File: src/sv/sssag_pkg.sv
// ============================================================================
// sssag_pkg
// Shared types, register indexes, fault codes and axis normalisation for the
// strided slice scatter address generator.
// ============================================================================
package sssag_pkg;

    localparam int NUM_AXES      = 4;
    localparam int POS_W         = 17;
    localparam int SIZE_W        = 15;
    localparam int STEP_W        = 16;
    localparam int CFG_ADDR_W    = 3;
    localparam int CFG_DATA_W    = 64;
    localparam int IN_VALUE_W    = 64;
    localparam int OUT_ADDR_W    = 32;
    localparam int OUT_VALUE_W   = 64;
    localparam int E2_W          = 2 * SIZE_W;
    localparam int E1_W          = 3 * SIZE_W;
    localparam int TOTAL_W       = 4 * SIZE_W;
    localparam int QUEUE_DEPTH   = 4;
    localparam int SETTLE_CYCLES = 4;
    localparam int BUSY_W        = $clog2(SETTLE_CYCLES + 1);

    localparam logic [CFG_DATA_W-1:0] AXIS_SETUP_RESET = 64'd65537;

    localparam logic [CFG_ADDR_W-1:0] REG_AXIS0 = 3'd0;
    localparam logic [CFG_ADDR_W-1:0] REG_AXIS1 = 3'd1;
    localparam logic [CFG_ADDR_W-1:0] REG_AXIS2 = 3'd2;
    localparam logic [CFG_ADDR_W-1:0] REG_AXIS3 = 3'd3;
    localparam logic [CFG_ADDR_W-1:0] REG_MODE  = 3'd4;

    typedef enum logic [1:0] {
        FAULT_OK          = 2'd0,
        FAULT_DONE        = 2'd1,
        FAULT_ZERO_STRIDE = 2'd2,
        FAULT_RANGE       = 2'd3
    } fault_t;

    typedef logic [POS_W-1:0] pos_t;

    typedef struct packed {
        logic        [SIZE_W-1:0] size;
        logic signed [POS_W-1:0]  beg;
        logic signed [POS_W-1:0]  lim;
        logic signed [STEP_W-1:0] step;
    } axis_norm_t;

    typedef struct packed {
        axis_norm_t [NUM_AXES-1:0] axis;
        logic                      zero_stride;
    } cfg_walk_t;

    // element counts of the inner axes, outermost product last
    typedef struct packed {
        logic [SIZE_W-1:0]  e3;
        logic [E2_W-1:0]    e2;
        logic [E1_W-1:0]    e1;
        logic [TOTAL_W-1:0] total;
    } cfg_scale_t;

    typedef struct packed {
        pos_t [NUM_AXES-1:0] pos;
        fault_t              fault;
        logic                last;
    } q_ctrl_t;

    localparam axis_norm_t FIXED_AXIS = '{
        size: 15'd1,
        beg:  17'sd0,
        lim:  17'sd1,
        step: 16'sd1
    };

    function automatic axis_norm_t normalize(input logic [CFG_DATA_W-1:0] r,
                                             input logic strided);
        logic signed [17:0] s;
        logic signed [17:0] b;
        logic signed [17:0] e;
        axis_norm_t a;
        s = {{2{r[15]}}, r[15:0]};
        b = {{2{r[31]}}, r[31:16]};
        e = {{2{r[47]}}, r[47:32]};
        if (s < 18'sd0)
            s = 18'sd0;
        if (strided)
        begin
            if (e == 18'sd0 && b < 18'sd0)
                e = e + s;
            if (e < 18'sd0)
            begin
                e = e + s;
                if (e < 18'sd0)
                    e = 18'sd0;
            end
            if (e > s)
                e = s;
        end
        if (b < 18'sd0)
        begin
            b = b + s;
            if (b < 18'sd0)
                b = 18'sd0;
        end
        if (b > s)
            b = s;
        if (!strided)
        begin
            if (e < 18'sd0)
            begin
                e = e + s;
                if (e < 18'sd0)
                    e = 18'sd0;
            end
            e = b + e;
        end
        a.size = s[SIZE_W-1:0];
        a.beg  = b[POS_W-1:0];
        a.lim  = e[POS_W-1:0];
        a.step = strided ? $signed(r[63:48]) : 16'sd1;
        return a;
    endfunction

    function automatic logic inside_walk(input logic signed [17:0] n,
                                         input axis_norm_t a);
        logic signed [17:0] lim_ext;
        lim_ext = {a.lim[POS_W-1], a.lim};
        return (a.step > 16'sd0) ? (n < lim_ext) : (n > lim_ext);
    endfunction

endpackage

File: src/sv/sssag_queue.sv
// ============================================================================
// sssag_queue
// Short register queue between the walk front end and the address back end.
// ============================================================================
module sssag_queue #(
    parameter int DATA_BITS = 64
) (
    input  logic                  clk,
    input  logic                  rst_n,
    input  logic                  wr_en,
    input  sssag_pkg::q_ctrl_t    wr_ctrl,
    input  logic [DATA_BITS-1:0]  wr_data,
    output logic                  wr_ready,
    input  logic                  rd_en,
    output logic                  rd_valid,
    output sssag_pkg::q_ctrl_t    rd_ctrl,
    output logic [DATA_BITS-1:0]  rd_data
);
    import sssag_pkg::*;

    localparam int PTR_W = $clog2(QUEUE_DEPTH);
    localparam int CNT_W = $clog2(QUEUE_DEPTH + 1);

    q_ctrl_t              slot_ctrl_reg [QUEUE_DEPTH];
    logic [DATA_BITS-1:0] slot_data_reg [QUEUE_DEPTH];
    logic [PTR_W-1:0]     wr_ptr_reg;
    logic [PTR_W-1:0]     rd_ptr_reg;
    logic [CNT_W-1:0]     count_reg;

    assign wr_ready = (count_reg != CNT_W'(QUEUE_DEPTH));
    assign rd_valid = (count_reg != '0);
    assign rd_ctrl  = slot_ctrl_reg[rd_ptr_reg];
    assign rd_data  = slot_data_reg[rd_ptr_reg];

    always_ff @(posedge clk)
    begin
        if (wr_en)
        begin
            slot_ctrl_reg[wr_ptr_reg] <= wr_ctrl;
            slot_data_reg[wr_ptr_reg] <= wr_data;
        end
    end

    always_ff @(posedge clk or negedge rst_n)
    begin
        if (!rst_n)
        begin
            wr_ptr_reg <= '0;
            rd_ptr_reg <= '0;
            count_reg  <= '0;
        end
        else
        begin
            if (wr_en)
                wr_ptr_reg <= (wr_ptr_reg == PTR_W'(QUEUE_DEPTH - 1)) ? '0 : wr_ptr_reg + 1'b1;
            if (rd_en)
                rd_ptr_reg <= (rd_ptr_reg == PTR_W'(QUEUE_DEPTH - 1)) ? '0 : rd_ptr_reg + 1'b1;
            if (wr_en && !rd_en)
                count_reg <= count_reg + 1'b1;
            else if (rd_en && !wr_en)
                count_reg <= count_reg - 1'b1;
        end
    end

    a_no_underflow: assert property (@(posedge clk) disable iff (!rst_n)
        rd_en |-> (count_reg != '0))
        else $error("queue read while empty");

    a_no_overflow: assert property (@(posedge clk) disable iff (!rst_n)
        wr_en |-> (count_reg != CNT_W'(QUEUE_DEPTH)))
        else $error("queue written while full");

endmodule

File: config.mk
export PLATFORM = sky130hd
export DESIGN_NAME = sssag_queue
export DESIGN_NICKNAME = d
export VERILOG_FILES = /design/src/sv/sssag_pkg.sv /design/src/sv/sssag_queue.sv
export SDC_FILE = /design/constraint.sdc
export NUM_CORES = 1
export LEC_CHECK = 0
export ABC_AREA = 1
export BUFFER_PORTS_ARGS = -buffer_cell sky130_fd_sc_hd__buf_4
export CAP_MARGIN = 20
export CORE_MARGIN = 1
export CORE_UTILIZATION = 35
export CTS_CLUSTER_DIAMETER = 100
export DETAILED_ROUTE_END_ITERATION = 16
export PLACE_DENSITY = 0.64
export SETUP_SLACK_MARGIN = 0.4
export SYNTH_ARGS = -nofsm -noshare
export SYNTH_HDL_FRONTEND = slang
export SYNTH_SLANG_ARGS = --single-unit
File: constraint.sdc
create_clock -name clk -period 6.7 [get_ports clk]
set_input_delay 1.34 -clock clk [delete_from_list [all_inputs] [get_ports clk]]
set_output_delay 1.34 -clock clk [all_outputs]
set_load 0.01 [all_outputs]
Yosys cells after proc, flatten, opt, wreduce, memory -nomap -nowiden
Memories as Yosys holds them, arrays and structs flattened.
Cells that the tools add are included.
- reductions and logical operators: 6
- $add $sub $neg: 4
- mux-type cells: 6
- equal/unequal tests: 3
- operator list (kind ; count):
    $mux 3 ; 2
    $add 2x1->2 const B ; 2
    $eq 2x2->1 const B ; 2
    $mux 2 ; 2
    $add 3x1->3 const B ; 1
    $ne 3x3->1 const B ; 1
    $reduce_bool 3->1 ; 1
    $sub 3x1->3 const B ; 1
    $logic_and 1x1->1 ; 2
    $logic_not 1->1 ; 2
    $mux 1 ; 2
    $reduce_bool 2->1 ; 1
- input port bits: 139
- output and inout bits: 137
- register bits: 7
- logic and storage cells: 24
- memories kept: 2
- bits in writable memories: 540
- memories (name ; depth ; bits a word ; rd ports ; clocked after Yosys merged registers in ; wr ports ; line ; RTL):
    slot_ctrl_reg ; 4 ; 71 ; 1 ; 0 ; 1 ; sssag_queue.sv:24 ; q_ctrl_t slot_ctrl_reg [QUEUE_DEPTH];
    slot_data_reg ; 4 ; 64 ; 1 ; 0 ; 1 ; sssag_queue.sv:25 ; logic [DATA_BITS-1:0] slot_data_reg [QUEUE_DEPTH];

Logic depth before layout (Yosys ltp)
- word-level depth: 4
- depth in mapped cells: 9
- depth with buffers taken out: 9

Worst setup path before layout
No wires, ideal clock.
- path type: input to register
- start point: input port wr_en
- end point: memory slot_ctrl_reg[3][0] (netlist bit), enable pin
- slack: 2.228 ns
- path buffers: 0
- cell stages on the path: 2
- data required time: 6.212 ns
- library setup time: 0.488 ns
- arrival time: 3.984 ns
- path through: nand2_1 inv_1
- cells in the longest elaborated chain, start to end: 2
- RTL lines (element ; line ; RTL):
    start: declaration ; sssag_queue.sv:10 ; input logic wr_en,
    $mux 1 ; sssag_queue.sv:37 ; if (wr_en)
    $mux 1 (implied by the code) ; sssag_queue.sv:39 ; slot_ctrl_reg[wr_ptr_reg] <= wr_ctrl;
    end: declaration ; sssag_queue.sv:24 ;
No other way between the ends.

==> metrics.yaml <==
internal_power_uw: 7735
cts_num_sinks: 547
hp-start: "count_reg[2]"
pin_count: 276
drive_above_1_share: 0.1992
crit_top_cell: "nand2_1"
start_kind: "flop"
tightest_slew_ns: 0.8747
core_um2: 61940
drt_iter0_markers: 656
leakage_uw: 0.01053
avgSynthCellArea_um2: 13.52
vias_per_cell: 4.572
synth-seq-cells: 547
syn2layout_area_growth_pct: 20.47
worst-setup-path-type: "reg2out"
antenna_found_initial: 1
rsz0062_at_grt: "false"
start_util: 0.3550
ctsRootBufferMaster: "clkbuf_16"
dieWidth_um: 252.7
endpoint_kind: "output port"
dp.cells: 2665
cts_tree: "built"
timing.slew.headroom: 0.4168
nets: 2034
overflow: 0
r2r.worst_path.cells: 5
ff2ff_setup_slack_ns: 4.32
status: "finished clean"
total_power_uw: 11370
firstDrtPassIters: 5
rows: 91
max_stage_delay_ns: 0.58
fillers: 5641
power_density_nw_per_um2: 429.3
postCtsHoldBufs: 0
switching_share: 0.3199
synth_nets: 1773
hold_path_end: "count_reg[2]"
hold_viol: 0
postSynthCellCount: 1627
hpwl_um: 25730
seq_area_frac_synth: 0.7453
netlist_area_um2: 21990
fin_hold_ws_ns: 0.5126
clock_latency_ns: 0.60
peakVddDrop_v: 0.0002830
yosysUniqueCellTypes: 18
max_freq_ghz: 0.2285
timing.final.crit_period_ns: 4.377
arrival_ns: 3.04
worstHoldPathCells: 2
portBuffers: 275
switchingPower_uw: 3639
die_area_um2: 63840
dr_total_vias: 12669
finalCritPeriodShare: 0.6533
largest_reg_flops: 284
chipHeight_um: 252.7
post_cts_buffers: 0
cts_buffer_depth: 3
cap_violations: 0
p_comb_frac: 0.310
grt_max_degree: 203
r2r-end: "slot_data_reg[0][51]"
hp-class: "reg2reg"
cts-htree-levels: 2
path_clk_slew_ns: 0.05
grt_pass1_wl_um: 69780
numCtsBuffers: 58
r2r-start: "wr_ptr_reg[0]"
clock_skew_ns: 0.01215
pwr-share-clk: 0.291
globalplace.congestion: 0.7291
wl_um: 45660
drc: 0
setup_viol: 0
setup-tns-final_ns: 0
fin_cells: 2771
ctsResizeCount: 0
pwr-share-seq: 0.399
critPathMaxFanout: 202
ant_nets: 0
worstPathRequired_ns: 5.36
crit_chain: "inv_16, buf_12, nand2_1, o211ai_1, nand2_1, buf_4"
crit_path_top_delay_cell: "buf_12"
yosysWarnings: 0
grt_pass1_vias: 12572
finalMaxSlewViolations: 0
routedWlPerCell_um: 16.48
grt_usage: 0.1415
## cells in the mapped netlist
| cell type | n | share of area |
|---|---|---|
| edfxtp_1 | 540 | 0.74 |
| nand2_1 | 418 | 0.071 |
| inv_1 | 283 | 0.048 |
| o211ai_1 | 270 | 0.092 |
| buf_6 | 52 | 0.027 |
| buf_2 | 14 | 0.0032 |
| clkbuf_1 | 13 | 0.0022 |
| buf_4 | 9 | 0.0031 |
| dfrtp_1 | 7 | 0.0080 |
| ha_1 | 6 | 0.0034 |
| o21ai_0 | 4 | 0.00091 |
| nand3_1 | 3 | 0.00068 |
| inv_4 | 2 | 0.00057 |
| nor2_1 | 2 | 0.00034 |
| fa_1 | 1 | 0.00091 |
| nand4_1 | 1 | 0.00028 |
| o21ai_1 | 1 | 0.00023 |
| xnor2_1 | 1 | 0.00040 |
## cell families after synthesis
group / count (synthesis) / share of synthesized area
buffers and inverters: 373 / 0.08398
adder cells (fa/ha/maj): 7 / 0.004324
AND/OR/NAND/NOR: 424 / 0.07266
AO/OA/AOI/OAI: 275 / 0.09331
flip-flops: 547 / 0.7453
XOR/XNOR: 1 / 0.0003983
## through the flow
stage,worst slack (ns),cell area [um^2],utilization
after CTS,2.405,26490,0.4277
after floorplan,2.228,21990,-
final,2.323,26490,0.4277
after detailed placement,3.075,24500,0.3955
after global placement,3.075,24500,0.3955
after global routing,2.118,26490,0.4277
## layout by cell type (no fill, tap or decap), drive strengths merged
| master | netlist | routed |
|---|---|---|
| buf | 75 | 289 |
| bufinv | 0 | 11 |
| clkbuf | 13 | 67 |
| clkinv | 0 | 25 |
| clkinvlp | 0 | 1 |
| dfrtp | 7 | 7 |
| diode | 0 | 1 |
| edfxtp | 540 | 540 |
| fa | 1 | 1 |
| ha | 6 | 6 |
| inv | 285 | 286 |
| nand2 | 418 | 418 |
| nand3 | 3 | 3 |
| nand4 | 1 | 1 |
| nor2 | 2 | 2 |
| o211ai | 270 | 270 |
| o21ai | 5 | 5 |
| xnor2 | 1 | 1 |
## how the worst max path moves through the flow
stage	from	end	slack, ns	depth (start not counted)
finish	rd_ptr_reg[0]	rd_ctrl[32]	2.32	6
detailed placement	rd_ptr_reg[0]	rd_ctrl[32]	3.07	6
floorplan	wr_en	slot_ctrl_reg[3][0]	2.23	2
global placement	rd_ptr_reg[1]	rd_data[58]	3.08	5
CTS	rd_ptr_reg[0]	rd_data[44]	2.40	6
global route	rd_ptr_reg[0]	rd_ctrl[32]	2.12	6
## cell type report
| type | instances | area (um^2) | share of cell area |
|---|---|---|---|
| Inverter | 285 | 1109 | 0.04185 |
| Tap cell | 837 | 1047 | 0.03953 |
| Antenna cell | 1 | 2.502 | 0.00009446 |
| Multi-Input combinational cell | 707 | 3754 | 0.1417 |
| Sequential cell | 547 | 16390 | 0.6189 |
| Clock inverter | 38 | 484.2 | 0.01828 |
| Clock buffer | 67 | 1506 | 0.05686 |
| Timing Repair Buffer | 289 | 2195 | 0.08284 |
## critical path, delay by kind of cell, from the launching register on
family	cells	cell delay, ns
AND/OR/NAND/NOR	2	0.25
AO/OA/AOI/OAI	1	0.13
buffers and inverters	3	1.19
flip-flops	1	0.51
## power by group through the flow
stage / Combinational [uW] / Sequential (uW) / Clock (uW)
2_1_floorplan: 2250 / 4610 / 0
3_3_place_gp: 3570 / 4590 / 0
3_5_place_dp: 3620 / 4610 / 0
4_1_cts: 3630 / 4540 / 3400
5_1_grt: 3920 / 4580 / 3510
6_report: 3530 / 4540 / 3310
## layer usage
metal	part of all wire	global-route usage
met5	0.00039	0
met4	0.021	0.04398
met3	0.062	0.03811
met2	0.51	0.2534
met1	0.40	0.1637
(Power assumes the default switching activity.)
