[src/sv/sssag_pkg.sv]
// ============================================================================
// sssag_pkg
// Shared types, register indexes, fault codes and axis normalisation for the
// strided slice scatter address generator.
// ============================================================================
package sssag_pkg;

    localparam int NUM_AXES      = 4;
    localparam int POS_W         = 17;
    localparam int SIZE_W        = 15;
    localparam int STEP_W        = 16;
    localparam int CFG_ADDR_W    = 3;
    localparam int CFG_DATA_W    = 64;
    localparam int IN_VALUE_W    = 64;
    localparam int OUT_ADDR_W    = 32;
    localparam int OUT_VALUE_W   = 64;
    localparam int E2_W          = 2 * SIZE_W;
    localparam int E1_W          = 3 * SIZE_W;
    localparam int TOTAL_W       = 4 * SIZE_W;
    localparam int QUEUE_DEPTH   = 4;
    localparam int SETTLE_CYCLES = 4;
    localparam int BUSY_W        = $clog2(SETTLE_CYCLES + 1);

    localparam logic [CFG_DATA_W-1:0] AXIS_SETUP_RESET = 64'd65537;

    localparam logic [CFG_ADDR_W-1:0] REG_AXIS0 = 3'd0;
    localparam logic [CFG_ADDR_W-1:0] REG_AXIS1 = 3'd1;
    localparam logic [CFG_ADDR_W-1:0] REG_AXIS2 = 3'd2;
    localparam logic [CFG_ADDR_W-1:0] REG_AXIS3 = 3'd3;
    localparam logic [CFG_ADDR_W-1:0] REG_MODE  = 3'd4;

    typedef enum logic [1:0] {
        FAULT_OK          = 2'd0,
        FAULT_DONE        = 2'd1,
        FAULT_ZERO_STRIDE = 2'd2,
        FAULT_RANGE       = 2'd3
    } fault_t;

    typedef logic [POS_W-1:0] pos_t;

    typedef struct packed {
        logic        [SIZE_W-1:0] size;
        logic signed [POS_W-1:0]  beg;
        logic signed [POS_W-1:0]  lim;
        logic signed [STEP_W-1:0] step;
    } axis_norm_t;

    typedef struct packed {
        axis_norm_t [NUM_AXES-1:0] axis;
        logic                      zero_stride;
    } cfg_walk_t;

    // element counts of the inner axes, outermost product last
    typedef struct packed {
        logic [SIZE_W-1:0]  e3;
        logic [E2_W-1:0]    e2;
        logic [E1_W-1:0]    e1;
        logic [TOTAL_W-1:0] total;
    } cfg_scale_t;

    typedef struct packed {
        pos_t [NUM_AXES-1:0] pos;
        fault_t              fault;
        logic                last;
    } q_ctrl_t;

    localparam axis_norm_t FIXED_AXIS = '{
        size: 15'd1,
        beg:  17'sd0,
        lim:  17'sd1,
        step: 16'sd1
    };

    function automatic axis_norm_t normalize(input logic [CFG_DATA_W-1:0] r,
                                             input logic strided);
        logic signed [17:0] s;
        logic signed [17:0] b;
        logic signed [17:0] e;
        axis_norm_t a;
        s = {{2{r[15]}}, r[15:0]};
        b = {{2{r[31]}}, r[31:16]};
        e = {{2{r[47]}}, r[47:32]};
        if (s < 18'sd0)
            s = 18'sd0;
        if (strided)
        begin
            if (e == 18'sd0 && b < 18'sd0)
                e = e + s;
            if (e < 18'sd0)
            begin
                e = e + s;
                if (e < 18'sd0)
                    e = 18'sd0;
            end
            if (e > s)
                e = s;
        end
        if (b < 18'sd0)
        begin
            b = b + s;
            if (b < 18'sd0)
                b = 18'sd0;
        end
        if (b > s)
            b = s;
        if (!strided)
        begin
            if (e < 18'sd0)
            begin
                e = e + s;
                if (e < 18'sd0)
                    e = 18'sd0;
            end
            e = b + e;
        end
        a.size = s[SIZE_W-1:0];
        a.beg  = b[POS_W-1:0];
        a.lim  = e[POS_W-1:0];
        a.step = strided ? $signed(r[63:48]) : 16'sd1;
        return a;
    endfunction

    function automatic logic inside_walk(input logic signed [17:0] n,
                                         input axis_norm_t a);
        logic signed [17:0] lim_ext;
        lim_ext = {a.lim[POS_W-1], a.lim};
        return (a.step > 16'sd0) ? (n < lim_ext) : (n > lim_ext);
    endfunction

endpackage

[src/sv/sssag_front.sv]
// ============================================================================
// sssag_front
// Input handshake and odometer walk: classifies each beat and queues its
// axis positions for address generation.
// ============================================================================
module sssag_front (
    input  logic                  clk,
    input  logic                  rst_n,
    input  logic                  s_tvalid,
    output logic                  s_tready,
    input  logic                  first,
    input  logic                  queue_ready,
    input  logic                  cfg_busy,
    input  sssag_pkg::cfg_walk_t  walk,
    output logic                  push,
    output sssag_pkg::q_ctrl_t    ctrl
);
    import sssag_pkg::*;

    pos_t pos_reg [NUM_AXES];
    logic finished_reg;

    pos_t pos_start [NUM_AXES];
    pos_t pos_adv   [NUM_AXES];
    logic fin_now;
    logic carry;

    assign s_tready = queue_ready && !cfg_busy;
    assign push     = s_tvalid && s_tready;

    always_comb
    begin
        logic begin_out;
        logic signed [17:0] n;
        begin_out = 1'b0;
        for (int k = 0; k < NUM_AXES; k++)
        begin
            pos_start[k] = first ? walk.axis[k].beg : pos_reg[k];
            if (!inside_walk({walk.axis[k].beg[POS_W-1], walk.axis[k].beg}, walk.axis[k]))
                begin_out = 1'b1;
        end
        fin_now = first ? begin_out : finished_reg;

        // innermost axis steps; an axis that leaves its range reloads and carries
        carry = 1'b1;
        for (int k = NUM_AXES - 1; k >= 0; k--)
        begin
            n = $signed({pos_start[k][POS_W-1], pos_start[k]})
                + $signed({{2{walk.axis[k].step[STEP_W-1]}}, walk.axis[k].step});
            pos_adv[k] = pos_start[k];
            if (carry)
            begin
                if (inside_walk(n, walk.axis[k]))
                begin
                    pos_adv[k] = n[POS_W-1:0];
                    carry      = 1'b0;
                end
                else
                    pos_adv[k] = walk.axis[k].beg;
            end
        end
    end

    always_comb
    begin
        for (int k = 0; k < NUM_AXES; k++)
            ctrl.pos[k] = pos_start[k];
        if (walk.zero_stride)
            ctrl.fault = FAULT_ZERO_STRIDE;
        else if (fin_now)
            ctrl.fault = FAULT_DONE;
        else
            ctrl.fault = FAULT_OK;
        ctrl.last = !walk.zero_stride && !fin_now && carry;
    end

    always_ff @(posedge clk or negedge rst_n)
    begin
        if (!rst_n)
        begin
            for (int k = 0; k < NUM_AXES; k++)
                pos_reg[k] <= '0;
            finished_reg <= 1'b1;
        end
        else if (push && !walk.zero_stride)
        begin
            for (int k = 0; k < NUM_AXES; k++)
                pos_reg[k] <= fin_now ? pos_start[k] : pos_adv[k];
            finished_reg <= fin_now ? 1'b1 : carry;
        end
    end

    a_last_ends_walk: assert property (@(posedge clk) disable iff (!rst_n)
        (push && ctrl.last) |=> finished_reg)
        else $error("walk still open after last beat");

    a_last_is_clean: assert property (@(posedge clk) disable iff (!rst_n)
        (push && ctrl.last) |-> (ctrl.fault == FAULT_OK))
        else $error("last beat carries a fault");

    a_no_push_settling: assert property (@(posedge clk) disable iff (!rst_n)
        push |-> !cfg_busy)
        else $error("beat taken while configuration settles");

endmodule

[config.mk]
export PLATFORM = sky130hd
export DESIGN_NAME = sssag_front
export DESIGN_NICKNAME = d
export VERILOG_FILES = /design/src/sv/sssag_pkg.sv /design/src/sv/sssag_front.sv
export SDC_FILE = /design/constraint.sdc
export NUM_CORES = 1
export LEC_CHECK = 0
export BUFFER_PORTS_ARGS = -buffer_cell sky130_fd_sc_hd__buf_2
export CORE_MARGIN = 2
export CORE_UTILIZATION = 30
export CTS_BUF_LIST = sky130_fd_sc_hd__clkbuf_16
export DETAILED_ROUTE_END_ITERATION = 6
export REMOVE_ABC_BUFFERS = 1
export SETUP_SLACK_MARGIN = 0.3
export SYNTH_ARGS = -nofsm -noshare
export SYNTH_HDL_FRONTEND = slang
export SYNTH_SLANG_ARGS = --single-unit
[constraint.sdc]
create_clock -name clk -period 9.19 [get_ports clk]
set_clock_uncertainty 0.1 [all_clocks]
set_input_delay 1.3785 -clock clk [delete_from_list [all_inputs] [get_ports clk]]
set_output_delay 1.3785 -clock clk [all_outputs]
set_load 0.01 [all_outputs]
[After elaboration in Yosys (flattened, before gate mapping)]
Cells that the tools add are included.
Word-level totals
  output and inout port bits: 73
  logic and storage cells: 75
  ROM bits: 0
  memories kept: 0
  latch bits: 0
  RAM bits: 0
  input port bits: 267
  register bits: 69
Operators by class
  reduce and logical (&&, ||, !) cells: 8
  multipliers: 0
  equality and inequality tests: 0
  bitwise operators: 0
  mux-type cells: 38
  shift operators: 0
  div/mod/pow operators: 0
  add/sub/neg operators: 4
  order comparisons: 20
Operator list (count)
  two-way mux 17 bit: 15
  adder 17 x 16 -> 18 bit: 4
  greater-than comparator 18 x 17 -> 1 bit: 4
  less-than comparator 18 x 17 -> 1 bit: 4
  greater-than comparator 17 bit: 4
  less-than comparator 17 bit: 4
  greater-than comparator 16 x 1 -> 1 bit, second input constant: 4
  two-way mux 1 bit: 22
  logical AND 1 bit: 5
  logical NOT 1 bit: 3
  two-way mux 2 bit: 1

[Depth between registers and ports, before layout]
  word-level depth: 10
  mapped depth: 27
  gate-level depth less buffers: 22

[Worst setup path after synthesis]
Ideal clock, no wire load.
  kind: input to output
  start: input port first
  end: output port ctrl[0] in the netlist's numbering
  data required time: 7.712 ns
  stages on the path: 23
  buffers on the path: 5
  slack: 0.759 ns
  data arrival time: 6.953 ns
  path through: clkbuf_1 -> clkbuf_1 -> clkbuf_1 -> mux2_2 -> ha_1 -> a211oi_1 -> nor2_1 -> o41ai_1 -> o211ai_1 -> a311o_1 -> a311o_1 -> a21oi_1 -> nand3_1 -> o21ai_0 -> ha_1 -> nand3_1 -> o311ai_0 -> mux2i_1 -> and3_1 -> buf_2 -> clkbuf_1 -> nand3_1 -> nor3_1
RTL lines
  start: declaration: line sssag_front.sv:11  | input logic first,
  end: declaration: line sssag_front.sv:16  | output sssag_pkg::q_ctrl_t ctrl

==> results by group <==
Run status
  • Status: complete, no violations

Placement
  • Port buffer count: 279
  • Detailed placement HPWL: 35100 um
  • Placed instance count: 2179
  • GPL Wtd Cong: around 0.90

Power and ir drop
  • Net Switching: 1.57 mW
  • Maximum vdd drop: roughly 0.15 mV
  • Flop pwr share: between 10% and 20%
  • Internal power: roughly 1.5 mW
  • Leakage power: 6.84 nW
  • Pwr Total: 3.05 mW
  • Part of the power in combinational logic: 73.3%
  • Pwr dens: 219 mW/mm^2
  • Net Sw Frac: between 50% and 60%
  • Clk pwr share: between 10% and 20%

Floorplanning
  • Row count: 72
  • Core area: about 0.039 mm^2
  • Starting Density: between 30% and 40%
  • Die Width: between 200 and 250 um
  • Die Height: approximately 200 um
  • Die area: 0.0407 mm^2
  • IO Pins: 340

Timing
  • Slew @ Worst Pin: 1.14 ns
  • Hold WS: 0.370 ns
  • RSZ-0062 raised after global routing: false
  • Fmax: 120 MHz
  • Setup TNS: 0 ns
  • Rel. slew slack: roughly 24%
  • Fin crit period: 8.35 ns
  • Period utilization: between 90% and 100%
  • Pins Over Slew Limit: 0
  • Fin. Hold Viols: 0
  • Final setup fails: 0

Clocking
  • H-Tree Depth: 3
  • CTS tree: done
  • Hold bufs inserted after CTS: 0
  • Clk slew on worst S/H paths: 0.06 ns
  • Sink Count: around 70
  • Clock root buffer: clkbuf_16
  • Clock Tree Buf Depth: 2
  • Clock latency on the worst-skew pair: 0.38 ns
  • TritonCTS buffer count: 9
  • Postcts setup bufs: 0

Worst setup path
  • CP required: 7.71 ns
  • Buf/Inv on CP: 3
  • Crit path cell chain: buf_4 > buf_12 > mux2_2 > ha_1 > a211oi_1 > o21ai_0 > a2111oi_0 > o31ai_1 > or3_1 > a21oi_1 > xnor2_1 > ha_1 > nand4_1 > nor4_2 > o21ai_0 > a31oi_1 > or3_1 > nand2_1 > nor3_1 > buf_2
  • CP startpoint kind: primary input
  • Crit path largest cell delay: 0.72 ns
  • Worst-path fanout max: 20
  • Worst setup EP type: output pin
  • Critical-path top delay cell: a2111oi_0
  • WS Path Type: in2out
  • Crit path arrival time: 6.87 ns
  • Top delay family on crit path: compound AO/OA/AOI/OAI gates

Cells and area
  • Area grow syn2layout: 18.9%
  • Share of cells above drive strength 1: 26.1%
  • Final nets: 2151
  • Number of flip-flops in the largest register: 68
  • Fin cells: 2197

Route
  • DRT antenna net count: 0
  • DRC violations left: 0
  • Vias/cell: 5.59
  • DRT Pass-1 Iters: 5
  • DR WL/cell: roughly 20 um
  • Vias: around 12000
  • Final WL: 44900 um
  • Iter 0 DRT Violations: 651

GRT
  • Largest net degree at the start of global routing: 74
  • Number of global-route vias before repair: 12300
  • Initial antenna violation count: 2
  • GR Overflow Total: 0
  • Total track usage: between 20% and 30%
  • First-pass GRT wire length: 69500 um

Yosys
  • Register area share after synthesis: 14.7%
  • Synth cell types: 73
  • Syn avg cell area: between 8 and 9 um^2
  • EDFF count, synth: 0
  • Prevailing post-synth register cell: dfrtp_1
  • Mapped Area: between 0.01 and 0.015 mm^2
  • Mapped Cells: ~1400
  • Register bit total from synthesis: just under 70
  • Asr flop ratio synth: 100%
  • Synth warnings: 0

Worst hold path
  • Hold Crit Class: reg2reg

Flow run
  • Max cap viols: 0
==> per-layer routing <==
metal  global-route usage, %  vias to the layer above  wire length, um
met3                    3.48                       47             2910
met4                    6.30                        0              827
li1                        -                     5930                -
met5                       0                        -                0
met1                    29.0                     5875            20100
met2                    36.2                      427            21000
==> cell type report <==
type | count | area (um^2)
Antenna cell | 2 | 5.00
Sequential cell | 69 | 1730
Clock buffer | 9 | 225
Multi-Input combinational cell | 1184 | 9340
Fill cell | 4107 | 24700
Clock inverter | 7 | 26.3
Tap cell | 518 | 648
Timing Repair Buffer | 299 | 1560
Inverter | 109 | 409
==> timing repair <==
action | CTS | global route
endpoints found under the setup margin | 0 | 1
hold endpoints to repair | 0 | 0
gates resized for setup | 0 | 3
==> worst register-to-register path: cells and delay by family (launching register included) <==
family,cells,cell delay (ns)
buffers and inverters,2,0.36
adder cells (fa/ha/maj),2,0.65
multiplexers,2,0.68
AO/OA/AOI/OAI,7,2.04
flip-flops,1,0.37
XOR/XNOR,1,0.12
AND/OR/NAND/NOR,6,1.77
==> cells in the final DEF (no fill, tap or decap), types with 10 or more instances in the layout <==
master | Yosys | routed
buf_2 | 16 | 277
ha_1 | 208 | 208
inv_1 | 109 | 112
mux2_2 | 107 | 107
nand2_1 | 105 | 105
a21oi_1 | 93 | 93
dfrtp_1 | 68 | 68
nor2_1 | 60 | 59
o21ai_0 | 57 | 57
o31ai_1 | 52 | 52
nor4_1 | 45 | 43
a21o_1 | 40 | 40
a31oi_1 | 40 | 40
xnor2_1 | 33 | 33
nand4_1 | 30 | 30
nand3_1 | 27 | 26
nor3_1 | 24 | 24
mux2i_1 | 23 | 23
a211oi_1 | 21 | 21
xor2_1 | 21 | 21
buf_4 | 8 | 21
a2111oi_0 | 19 | 18
a21boi_0 | 17 | 17
o21a_1 | 16 | 16
and3_1 | 11 | 10
==> cell families (layout without fill, tap and decap cells) <==
family / count (synthesis) / count (layout) / share of synthesized area [%]
AO/OA/AOI/OAI: 431 / 431 / 24.8
AND/OR/NAND/NOR: 357 / 357 / 15.3
adder cells (fa/ha/maj): 212 / 212 / 22.9
buffers and inverters: 171 / 424 / 5.96
multiplexers: 130 / 130 / 12.2
flip-flops: 69 / 69 / 14.7
XOR/XNOR: 54 / 54 / 4.03
other: 0 / 2 / 0
==> per-stage QoR <==
step | instance area [um^2] | util (%) | setup WS (ns)
6_report | 13900 | 36.1 | 0.838
5_1_grt | 13900 | 36.1 | 0.331
4_1_cts | 13900 | 36.0 | 0.556
3_5_place_dp | 13700 | 35.4 | 0.586
3_3_place_gp | 13700 | 35.4 | 0.638
2_1_floorplan | 11400 | - | 0.994
==> cell usage after synthesis, types with 16 or more instances <==
master | count | area (um^2)
nand2_1 | 105 | 394
nor4_1 | 45 | 282
buf_2 | 16 | 80.1
nor2_1 | 60 | 225
nand4_1 | 30 | 188
a211oi_1 | 21 | 158
dfrtp_1 | 68 | 1700
ha_1 | 208 | 2600
o21ai_0 | 57 | 285
a31oi_1 | 40 | 250
a21o_1 | 40 | 300
clkbuf_1 | 36 | 135
a21boi_0 | 17 | 128
a21oi_1 | 93 | 465
o31ai_1 | 52 | 390
xnor2_1 | 33 | 289
o21a_1 | 16 | 120
mux2_2 | 107 | 1200
xor2_1 | 21 | 184
inv_1 | 109 | 409
mux2i_1 | 23 | 230
nor3_1 | 24 | 120
nand3_1 | 27 | 135
a2111oi_0 | 19 | 166
==> power groups by stage <==
stage	clock network, mW	logic, mW	registers (mW)
after floorplan	0	1.51	0.457
after global placement	0	2.17	0.465
after detailed placement	0	2.21	0.472
after CTS	0.363	2.22	0.466
after global routing	0.365	2.47	0.481
final	0.347	2.24	0.467
==> worst paths after layout <==
path | from | slack [ns] | to | cells past startpoint
setup / recovery | first | 0.84 | ctrl[0] | 20
hold / removal | pos_reg[55] | 0.37 | pos_reg[55] | 2
setup reg to reg | pos_reg[52] | 2.99 | pos_reg[56] | 20
hold reg to reg | pos_reg[55] | 0.37 | pos_reg[55] | 2
max in group asynchronous | rst_n | 7.10 | pos_reg[13] | 2
min in group asynchronous | rst_n | 0.89 | pos_reg[36] | 1
Power figures use the tool's default switching activity.
