`src/sv/sssag_pkg.sv`:
```
// ============================================================================
// sssag_pkg
// Shared types, register indexes, fault codes and axis normalisation for the
// strided slice scatter address generator.
// ============================================================================
package sssag_pkg;

    localparam int NUM_AXES      = 4;
    localparam int POS_W         = 17;
    localparam int SIZE_W        = 15;
    localparam int STEP_W        = 16;
    localparam int CFG_ADDR_W    = 3;
    localparam int CFG_DATA_W    = 64;
    localparam int IN_VALUE_W    = 64;
    localparam int OUT_ADDR_W    = 32;
    localparam int OUT_VALUE_W   = 64;
    localparam int E2_W          = 2 * SIZE_W;
    localparam int E1_W          = 3 * SIZE_W;
    localparam int TOTAL_W       = 4 * SIZE_W;
    localparam int QUEUE_DEPTH   = 4;
    localparam int SETTLE_CYCLES = 4;
    localparam int BUSY_W        = $clog2(SETTLE_CYCLES + 1);

    localparam logic [CFG_DATA_W-1:0] AXIS_SETUP_RESET = 64'd65537;

    localparam logic [CFG_ADDR_W-1:0] REG_AXIS0 = 3'd0;
    localparam logic [CFG_ADDR_W-1:0] REG_AXIS1 = 3'd1;
    localparam logic [CFG_ADDR_W-1:0] REG_AXIS2 = 3'd2;
    localparam logic [CFG_ADDR_W-1:0] REG_AXIS3 = 3'd3;
    localparam logic [CFG_ADDR_W-1:0] REG_MODE  = 3'd4;

    typedef enum logic [1:0] {
        FAULT_OK          = 2'd0,
        FAULT_DONE        = 2'd1,
        FAULT_ZERO_STRIDE = 2'd2,
        FAULT_RANGE       = 2'd3
    } fault_t;

    typedef logic [POS_W-1:0] pos_t;

    typedef struct packed {
        logic        [SIZE_W-1:0] size;
        logic signed [POS_W-1:0]  beg;
        logic signed [POS_W-1:0]  lim;
        logic signed [STEP_W-1:0] step;
    } axis_norm_t;

    typedef struct packed {
        axis_norm_t [NUM_AXES-1:0] axis;
        logic                      zero_stride;
    } cfg_walk_t;

    // element counts of the inner axes, outermost product last
    typedef struct packed {
        logic [SIZE_W-1:0]  e3;
        logic [E2_W-1:0]    e2;
        logic [E1_W-1:0]    e1;
        logic [TOTAL_W-1:0] total;
    } cfg_scale_t;

    typedef struct packed {
        pos_t [NUM_AXES-1:0] pos;
        fault_t              fault;
        logic                last;
    } q_ctrl_t;

    localparam axis_norm_t FIXED_AXIS = '{
        size: 15'd1,
        beg:  17'sd0,
        lim:  17'sd1,
        step: 16'sd1
    };

    function automatic axis_norm_t normalize(input logic [CFG_DATA_W-1:0] r,
                                             input logic strided);
        logic signed [17:0] s;
        logic signed [17:0] b;
        logic signed [17:0] e;
        axis_norm_t a;
        s = {{2{r[15]}}, r[15:0]};
        b = {{2{r[31]}}, r[31:16]};
        e = {{2{r[47]}}, r[47:32]};
        if (s < 18'sd0)
            s = 18'sd0;
        if (strided)
        begin
            if (e == 18'sd0 && b < 18'sd0)
                e = e + s;
            if (e < 18'sd0)
            begin
                e = e + s;
                if (e < 18'sd0)
                    e = 18'sd0;
            end
            if (e > s)
                e = s;
        end
        if (b < 18'sd0)
        begin
            b = b + s;
            if (b < 18'sd0)
                b = 18'sd0;
        end
        if (b > s)
            b = s;
        if (!strided)
        begin
            if (e < 18'sd0)
            begin
                e = e + s;
                if (e < 18'sd0)
                    e = 18'sd0;
            end
            e = b + e;
        end
        a.size = s[SIZE_W-1:0];
        a.beg  = b[POS_W-1:0];
        a.lim  = e[POS_W-1:0];
        a.step = strided ? $signed(r[63:48]) : 16'sd1;
        return a;
    endfunction

    function automatic logic inside_walk(input logic signed [17:0] n,
                                         input axis_norm_t a);
        logic signed [17:0] lim_ext;
        lim_ext = {a.lim[POS_W-1], a.lim};
        return (a.step > 16'sd0) ? (n < lim_ext) : (n > lim_ext);
    endfunction

endpackage

```
`src/sv/sssag_back.sv`:
```
// ============================================================================
// sssag_back
// Address pipeline: scales axis positions, sums them, range-checks the
// result and drives the output register.
// ============================================================================
module sssag_back #(
    parameter int ADDR_BITS = 32,
    parameter int DATA_BITS = 64
) (
    input  logic                                   clk,
    input  logic                                   rst_n,
    input  sssag_pkg::cfg_scale_t                  scale,
    input  logic                                   head_valid,
    input  sssag_pkg::q_ctrl_t                     head_ctrl,
    input  logic [DATA_BITS-1:0]                   head_data,
    output logic                                   pop,
    output logic                                   m_tvalid,
    input  logic                                   m_tready,
    // [31:0] write_address, [95:32] write_value
    output logic [sssag_pkg::OUT_ADDR_W+sssag_pkg::OUT_VALUE_W-1:0] m_tdata,
    output logic                                   m_tlast,
    // [1:0] fault
    output logic [1:0]                             m_tuser
);
    import sssag_pkg::*;

    localparam logic [63:0] ADDR_LIMIT = (64'd1 << ADDR_BITS) - 64'd1;

    logic                 s1_valid_reg;
    logic [E1_W+15:0]     s1_m0_reg;
    logic [E2_W+15:0]     s1_m1_reg;
    logic [SIZE_W+15:0]   s1_m2_reg;
    logic [15:0]          s1_m3_reg;
    logic                 s1_neg_reg;
    fault_t               s1_fault_reg;
    logic                 s1_last_reg;
    logic [DATA_BITS-1:0] s1_data_reg;

    logic                 s2_valid_reg;
    logic [63:0]          s2_sum_reg;
    logic                 s2_neg_reg;
    fault_t               s2_fault_reg;
    logic                 s2_last_reg;
    logic [DATA_BITS-1:0] s2_data_reg;

    logic                  out_valid_reg;
    logic [OUT_ADDR_W-1:0] out_addr_reg;
    fault_t                out_fault_reg;
    logic                  out_last_reg;
    logic [DATA_BITS-1:0]  out_data_reg;

    logic   adv_out;
    logic   adv_s2;
    logic   adv_s1;
    logic   range_bad;
    fault_t fault_res;

    assign adv_out = !out_valid_reg || m_tready;
    assign adv_s2  = !s2_valid_reg || adv_out;
    assign adv_s1  = !s1_valid_reg || adv_s2;
    assign pop     = head_valid && adv_s1;

    assign range_bad = s2_neg_reg || (s2_sum_reg >= 64'(scale.total))
                       || (s2_sum_reg > ADDR_LIMIT);

    always_comb
    begin
        if (s2_fault_reg != FAULT_OK)
            fault_res = s2_fault_reg;
        else if (range_bad)
            fault_res = FAULT_RANGE;
        else
            fault_res = FAULT_OK;
    end

    always_ff @(posedge clk or negedge rst_n)
    begin
        if (!rst_n)
        begin
            s1_valid_reg  <= 1'b0;
            s2_valid_reg  <= 1'b0;
            out_valid_reg <= 1'b0;
        end
        else
        begin
            if (adv_s1)
                s1_valid_reg <= head_valid;
            if (adv_s2)
                s2_valid_reg <= s1_valid_reg;
            if (adv_out)
                out_valid_reg <= s2_valid_reg;
        end
    end

    always_ff @(posedge clk)
    begin
        if (adv_s1)
        begin
            s1_m0_reg    <= head_ctrl.pos[0][15:0] * scale.e1;
            s1_m1_reg    <= head_ctrl.pos[1][15:0] * scale.e2;
            s1_m2_reg    <= head_ctrl.pos[2][15:0] * scale.e3;
            s1_m3_reg    <= head_ctrl.pos[3][15:0];
            s1_neg_reg   <= head_ctrl.pos[0][POS_W-1] | head_ctrl.pos[1][POS_W-1]
                            | head_ctrl.pos[2][POS_W-1] | head_ctrl.pos[3][POS_W-1];
            s1_fault_reg <= head_ctrl.fault;
            s1_last_reg  <= head_ctrl.last;
            s1_data_reg  <= head_data;
        end
        if (adv_s2)
        begin
            s2_sum_reg   <= 64'(s1_m0_reg) + 64'(s1_m1_reg) + 64'(s1_m2_reg)
                            + 64'(s1_m3_reg);
            s2_neg_reg   <= s1_neg_reg;
            s2_fault_reg <= s1_fault_reg;
            s2_last_reg  <= s1_last_reg;
            s2_data_reg  <= s1_data_reg;
        end
        if (adv_out)
        begin
            // drop the address on any fault
            out_addr_reg  <= (fault_res == FAULT_OK) ? s2_sum_reg[OUT_ADDR_W-1:0] : '0;
            out_fault_reg <= fault_res;
            out_last_reg  <= s2_last_reg;
            out_data_reg  <= s2_data_reg;
        end
    end

    assign m_tvalid = out_valid_reg;
    assign m_tdata  = {OUT_VALUE_W'(out_data_reg), out_addr_reg};
    assign m_tlast  = out_last_reg;
    assign m_tuser  = out_fault_reg;

    a_fault_kept: assert property (@(posedge clk) disable iff (!rst_n)
        (adv_out && s2_valid_reg && s2_fault_reg != FAULT_OK)
        |=> (out_fault_reg == $past(s2_fault_reg)))
        else $error("front-end fault lost in address pipeline");

endmodule

```
`config.mk`:
```
export PLATFORM = sky130hd
export DESIGN_NAME = sssag_back
export DESIGN_NICKNAME = d
export VERILOG_FILES = /design/src/sv/sssag_pkg.sv /design/src/sv/sssag_back.sv
export SDC_FILE = /design/constraint.sdc
export NUM_CORES = 2
export LEC_CHECK = 0
export BUFFER_PORTS_ARGS = -buffer_cell sky130_fd_sc_hd__buf_2
export CAP_MARGIN = 20
export CORE_UTILIZATION = 58
export CTS_BUF_LIST = sky130_fd_sc_hd__clkbuf_8 sky130_fd_sc_hd__clkbuf_16
export DETAILED_ROUTE_END_ITERATION = 10
export HOLD_SLACK_MARGIN = 0.02
export MAX_ROUTING_LAYER = met4
export PLACE_DENSITY_LB_ADDON = 0.25
export RECOVER_POWER = 25
export SETUP_SLACK_MARGIN = 0.15
export SYNTH_ARGS = -nofsm -noshare
export SYNTH_HDL_FRONTEND = slang
export SYNTH_SLANG_ARGS = --single-unit
```
`constraint.sdc`:
```
create_clock -name clk -period 10.85 [get_ports clk]
set_input_delay 1.085 -clock clk [delete_from_list [all_inputs] [get_ports clk]]
set_output_delay 1.085 -clock clk [all_outputs]
set_load 0.05 [all_outputs]
```
After elaboration in Yosys (flattened, before gate mapping)
Cells that the tools add are included.
{"block": "totals", "register_bits": 456, "in_bits": 289, "elab_cells": 44}
{"block": "classes", "n_addsub": 3, "multipliers": 3, "n_lt_le_gt_ge": 2, "mux": 2, "n_bitwise": 3, "n_reduce_logical": 11}
{"cell": "63-bit by 16-bit adder with 64-bit output", "count": 1}
{"cell": "64-bit by 60-bit greater-or-equal comparator with 1-bit output", "count": 1}
{"cell": "64-bit by 32-bit greater-than comparator with 1-bit output (second input constant)", "count": 1}
{"cell": "62-bit by 31-bit adder with 63-bit output", "count": 1}
{"cell": "61-bit by 46-bit adder with 62-bit output", "count": 1}
{"cell": "16-bit by 45-bit multiplier with 61-bit output", "count": 1}
{"cell": "16-bit by 30-bit multiplier with 46-bit output", "count": 1}
{"cell": "16-bit by 15-bit multiplier with 31-bit output", "count": 1}
{"cell": "1-bit logical OR", "count": 5}
{"cell": "2-bit 2-to-1 mux", "count": 2}
{"cell": "1-bit zero test", "count": 3}
{"cell": "1-bit OR", "count": 3}
{"cell": "2-bit zero test", "count": 1}
{"cell": "2-bit nonzero test", "count": 1}
{"cell": "1-bit logical AND", "count": 1}

Logic depth before layout (Yosys ltp)
{"block": "logic_depth", "ltp_word": 6, "mapped_depth": 27}

Least setup slack after synthesis
OpenSTA, ideal clock, no wires.
{"block": "synth_path", "kind": "in2out", "startpoint": "input port m_tready", "endpoint": "output port pop", "arrival_time_ns": 8.477, "setup_slack_ns": 1.288, "stages": 3, "cell_sequence": "nor2b_1 nand3_1 and2_1"}
{"block": "synth_between", "elab_chain_cells": 4}
{"item": "start: declaration", "line": "sssag_back.sv:18", "rtl": "input logic m_tready,"}
{"item": "1-bit logical OR", "line": "sssag_back.sv:58", "rtl": "assign adv_out = !out_valid_reg || m_tready;"}
{"item": "1-bit logical OR", "line": "sssag_back.sv:59", "rtl": "assign adv_s2 = !s2_valid_reg || adv_out;"}
{"item": "1-bit logical OR", "line": "sssag_back.sv:60", "rtl": "assign adv_s1 = !s1_valid_reg || adv_s2;"}
{"item": "1-bit logical AND", "line": "sssag_back.sv:61", "rtl": "assign pop = head_valid && adv_s1;"}
{"item": "end: declaration", "line": "sssag_back.sv:16", "rtl": "output logic pop,"}
No other way between the ends.

Final worst setup path
{"block": "layout_path", "startpoint": "input port head_ctrl[4] (netlist bit)", "endpoint": "register s1_m0_reg[57] (data pin)"}
{"block": "layout_between", "elab_chain_cells": 1}
{"item": "start: declaration", "line": "sssag_back.sv:14", "rtl": "input sssag_pkg::q_ctrl_t head_ctrl,"}
{"item": "16-bit by 45-bit multiplier with 61-bit output", "line": "sssag_back.sv:99", "rtl": "s1_m0_reg <= head_ctrl.pos[0][15:0] * scale.e1;"}
{"item": "end signal: assignment", "line": "sssag_back.sv:99"}
{"item": "end: declaration", "line": "sssag_back.sv:30", "rtl": "logic [E1_W+15:0] s1_m0_reg;"}
No other way between the ends.
A chain may end at the register's enable or synchronous reset.

==> metrics.md <==
| Metric | Value |
|---|---|
| Worst Setup End Kind | `flip-flop` |
| Startpoint types | `input pin` |
| Layout cells sized above 1 | `0.0713` |
| # IOs | `just under 400` |
| WP data required | `11.17 ns` |
| Largest net degree at the start of global routing | `87` |
| Die extent in y | `~340 um` |
| TritonCTS clock tree | `done` |
| Placed cell area | `67400 sq um` |
| Fin crit share | `0.760` |
| Wire length per cell | `19.7 um` |
| Max Slew Vio Count | `roughly 120` |
| Die Area | `~110000 sq um` |
| Initial Utilization | `0.589` |
| Mapped Avg Cell Area | `roughly 10 sq um` |
| Fmax | `between 100 and 150 MHz` |
| Core area | `roughly 110000 sq um` |
| Worst-skew pair later-pin latency | `0.60 ns` |
| Fin nets | `between 8000 and 9000` |
| 1st-iter DRT viols | `roughly 3000` |
| TritonRoute pass-1 iters | `5` |
| Clock buffer depth | `3` |
| Final Hold Vio Count | `0` |
| First-pass GRT wire length | `259000 um` |
| Area grow syn2layout | `6.91%` |
| Setup bufs post-CTS | `0` |
| Via-to-Cell Ratio | `between 5 and 6` |
| Grt ovf | `0` |
| Share of the synthesized area in the top cell type | `0.378` |
| CP max-delay cell | `buf_2` |
| Status | `finished, violations left` |
| Final setup fails | `0` |
| Post-route cell area | `roughly 69000 sq um` |
| Largest family of logic cells by synthesized area | `adder cells` |
| DP HPWL | `approximately 120000 um` |
| Die Width | `roughly 340 um` |
| Routed wire length | `between 150000 and 200000 um` |
| Synthesized netlist cell count | `roughly 6400` |
| Synth area leader | `fa_1` |
| R2r startpoint | `s1_m1_reg[1]` |
| Yosys warns | `0` |
| Synth unique cells | `73` |
| R2R depth | `16` |
| Max stage delay on crit path | `0.85 ns` |
| Worst-margin pin slew | `approximately 2.7 ns` |
| TNS Setup | `0 ns` |
| Complex-gate fraction of the synthesized area | `0.0572` |
| Synth Area in Adders | `0.475` |
| Violated checks | `max-capacitance violations, max-slew violations` |
| CTS Hold Bufs | `0` |
| Clk sink count | `454` |
| Synth Net Count | `between 8000 and 9000` |
| RSZ-0062 raised after global routing | `false` |
| DR vias | `45226` |
| Antenna Nets Post-Route | `0` |
| Post-synthesis simple-gate area fraction | `0.136` |
| Initial antenna violation count | `5` |
| Worst slew margin | `-0.769` |
| Fraction of registers with async set or reset after synthesis | `0.00661` |
| Reg2Reg Setup Slack | `5.50 ns` |
| Mux cell area share after synthesis | `0.000155` |
| Yosys reg bits | `454` |
| CP arrival | `~8.6 ns` |
| Root buf cell | `clkbuf_16` |
| CP dominant cell by count | `fa_1` |
| Number of global-route vias before repair | `roughly 49000` |
| Top delay family on crit path | `adder cells` |
| TritonCTS buffer count | `45` |
| Total track usage | `0.305` |
| Tightest Hold Check Type | `input pin to async pin` |
| H-tree levels | `2` |
| # rows | `roughly 120` |
| Fill count | `9038` |
| Synth top area cells | `fa_1 (38%), edfxtp_1 (21%), ha_1 (9.7%)` |
| Worst-path clk slew | `~0.06 ns` |
| Mapped cell area | `about 65000 sq um` |
| WP buf/inv | `6` |
| EDFF count, synth | `451` |
| Ys flop type | `edfxtp_1` |
| Critical path peak fanout | `between 40 and 50` |
| Register area share after synthesis | `0.211` |
| Reg2Reg Capture Point | `s2_sum_reg[37]` |
| Critical path class | `input pin to flip-flop` |
| Max Cap Viol | `3` |
| Clk_skew | `about 0.026 ns` |
| Final Critical Period | `8.24 ns` |
| Port buffer count | `~400` |
| RD Place Congestion | `0.926` |
| Synth Area in XOR/XNOR | `0.0244` |
| CTS resizes | `0` |
| Final routed DRC violation total | `0` |
cell families after synthesis:
| kind of cell | Yosys count |
|---|---|
| AOI/OAI and AO/OA | 573 |
| xor gates and xnor gates | 180 |
| adders and majority gates | 1717 |
| and+or+nand+nor | 1858 |
| DFF | 454 |
| buffers and inverters | 1659 |
| muxes | 1 |
final cells by class:
class / instances / area [sq um] / share of cell area
Timing Repair Buffer: 398 / 2030 / 0.0294
Multi-Input combinational cell: 4329 / 44700 / 0.647
Antenna cell: 6 / 15.0 / 0.000218
Inverter: 1395 / 5240 / 0.0759
Clock inverter: 35 / 402 / 0.00582
Clock buffer: 48 / 1170 / 0.0169
Tap cell: 1476 / 1850 / 0.0268
Sequential cell: 454 / 13600 / 0.197
metrics by stage:
stage               setup WS (ns)  hold slack [ns]  utilization  std cells
detailed placement           2.11            0.405        0.615       8050
global placement             2.24            0.400        0.615       8050
global route                 2.21            0.296        0.629       8138
finish                       2.61            0.320        0.629       8141
CTS                          2.69            0.256        0.629       8133
floorplan                    1.29            0.400            -       6442
layer usage:
metal,track usage,share of wire,vias up
met2,0.498,0.49,1788
met5,-,0,-
li1,-,-,20019
met3,0.0492,0.077,393
met4,0.112,0.038,0
met1,0.386,0.40,23026
worst max-delay path by stage:
stage                          to  slack (ns)         start  depth (start not counted)
detailed placement  s1_m0_reg[58]        2.11  head_ctrl[4]                         24
floorplan                     pop        1.29      m_tready                          3
global route        s1_m0_reg[60]        2.21  head_ctrl[4]                         24
global placement    s1_m0_reg[58]        2.24  head_ctrl[4]                         24
finish              s1_m0_reg[57]        2.61  head_ctrl[4]                         25
CTS                 s1_m0_reg[60]        2.69  head_ctrl[4]                         24
cell usage after synthesis, drive strengths merged, types with 39 or more instances:
cell / count
inv: 1395
xor2: 69
nand2: 1057
xnor2: 111
ha: 500
nor2: 91
edfxtp: 451
nand4: 39
and2: 520
a21o: 120
a21oi: 188
clkbuf: 257
fa: 1217
o21ai: 105
worst register-to-register path: cells and delay by family, from the launching register on:
kind | cells | cell delay (ns)
buffers and inverters | 1 | 0.08
AO/OA/AOI/OAI | 8 | 2.16
flip-flops | 1 | 0.47
adder cells (fa/ha/maj) | 4 | 1.40
XOR/XNOR | 1 | 0.28
AND/OR/NAND/NOR | 2 | 0.75
layout by cell type, fill, tap and decap left out, types with 6 or more instances in the layout:
cell	instances
a211oi_1	17
a21boi_0	6
a21o_1	120
a21oi_1	188
a221oi_1	6
a31oi_1	13
and2_1	518
and3_1	17
buf_2	367
buf_4	7
bufinv_16	7
clkbuf_1	22
clkbuf_16	45
clkinv_1	9
diode_2	6
edfxtp_1	451
fa_1	1217
ha_1	500
inv_1	1399
nand2_1	1056
nand2b_1	23
nand3_1	32
nand4_1	39
nor2_1	91
nor2b_1	24
nor3_1	10
nor4_1	11
o21a_1	19
o21ai_0	96
o21ai_1	9
o21bai_1	35
o31ai_1	10
or2_2	6
or3_1	8
xnor2_1	111
xor2_1	69
Power is left out: the tool's default activity adds up to more than one toggle a clock period on the data nets, which glitch-free logic cannot reach.
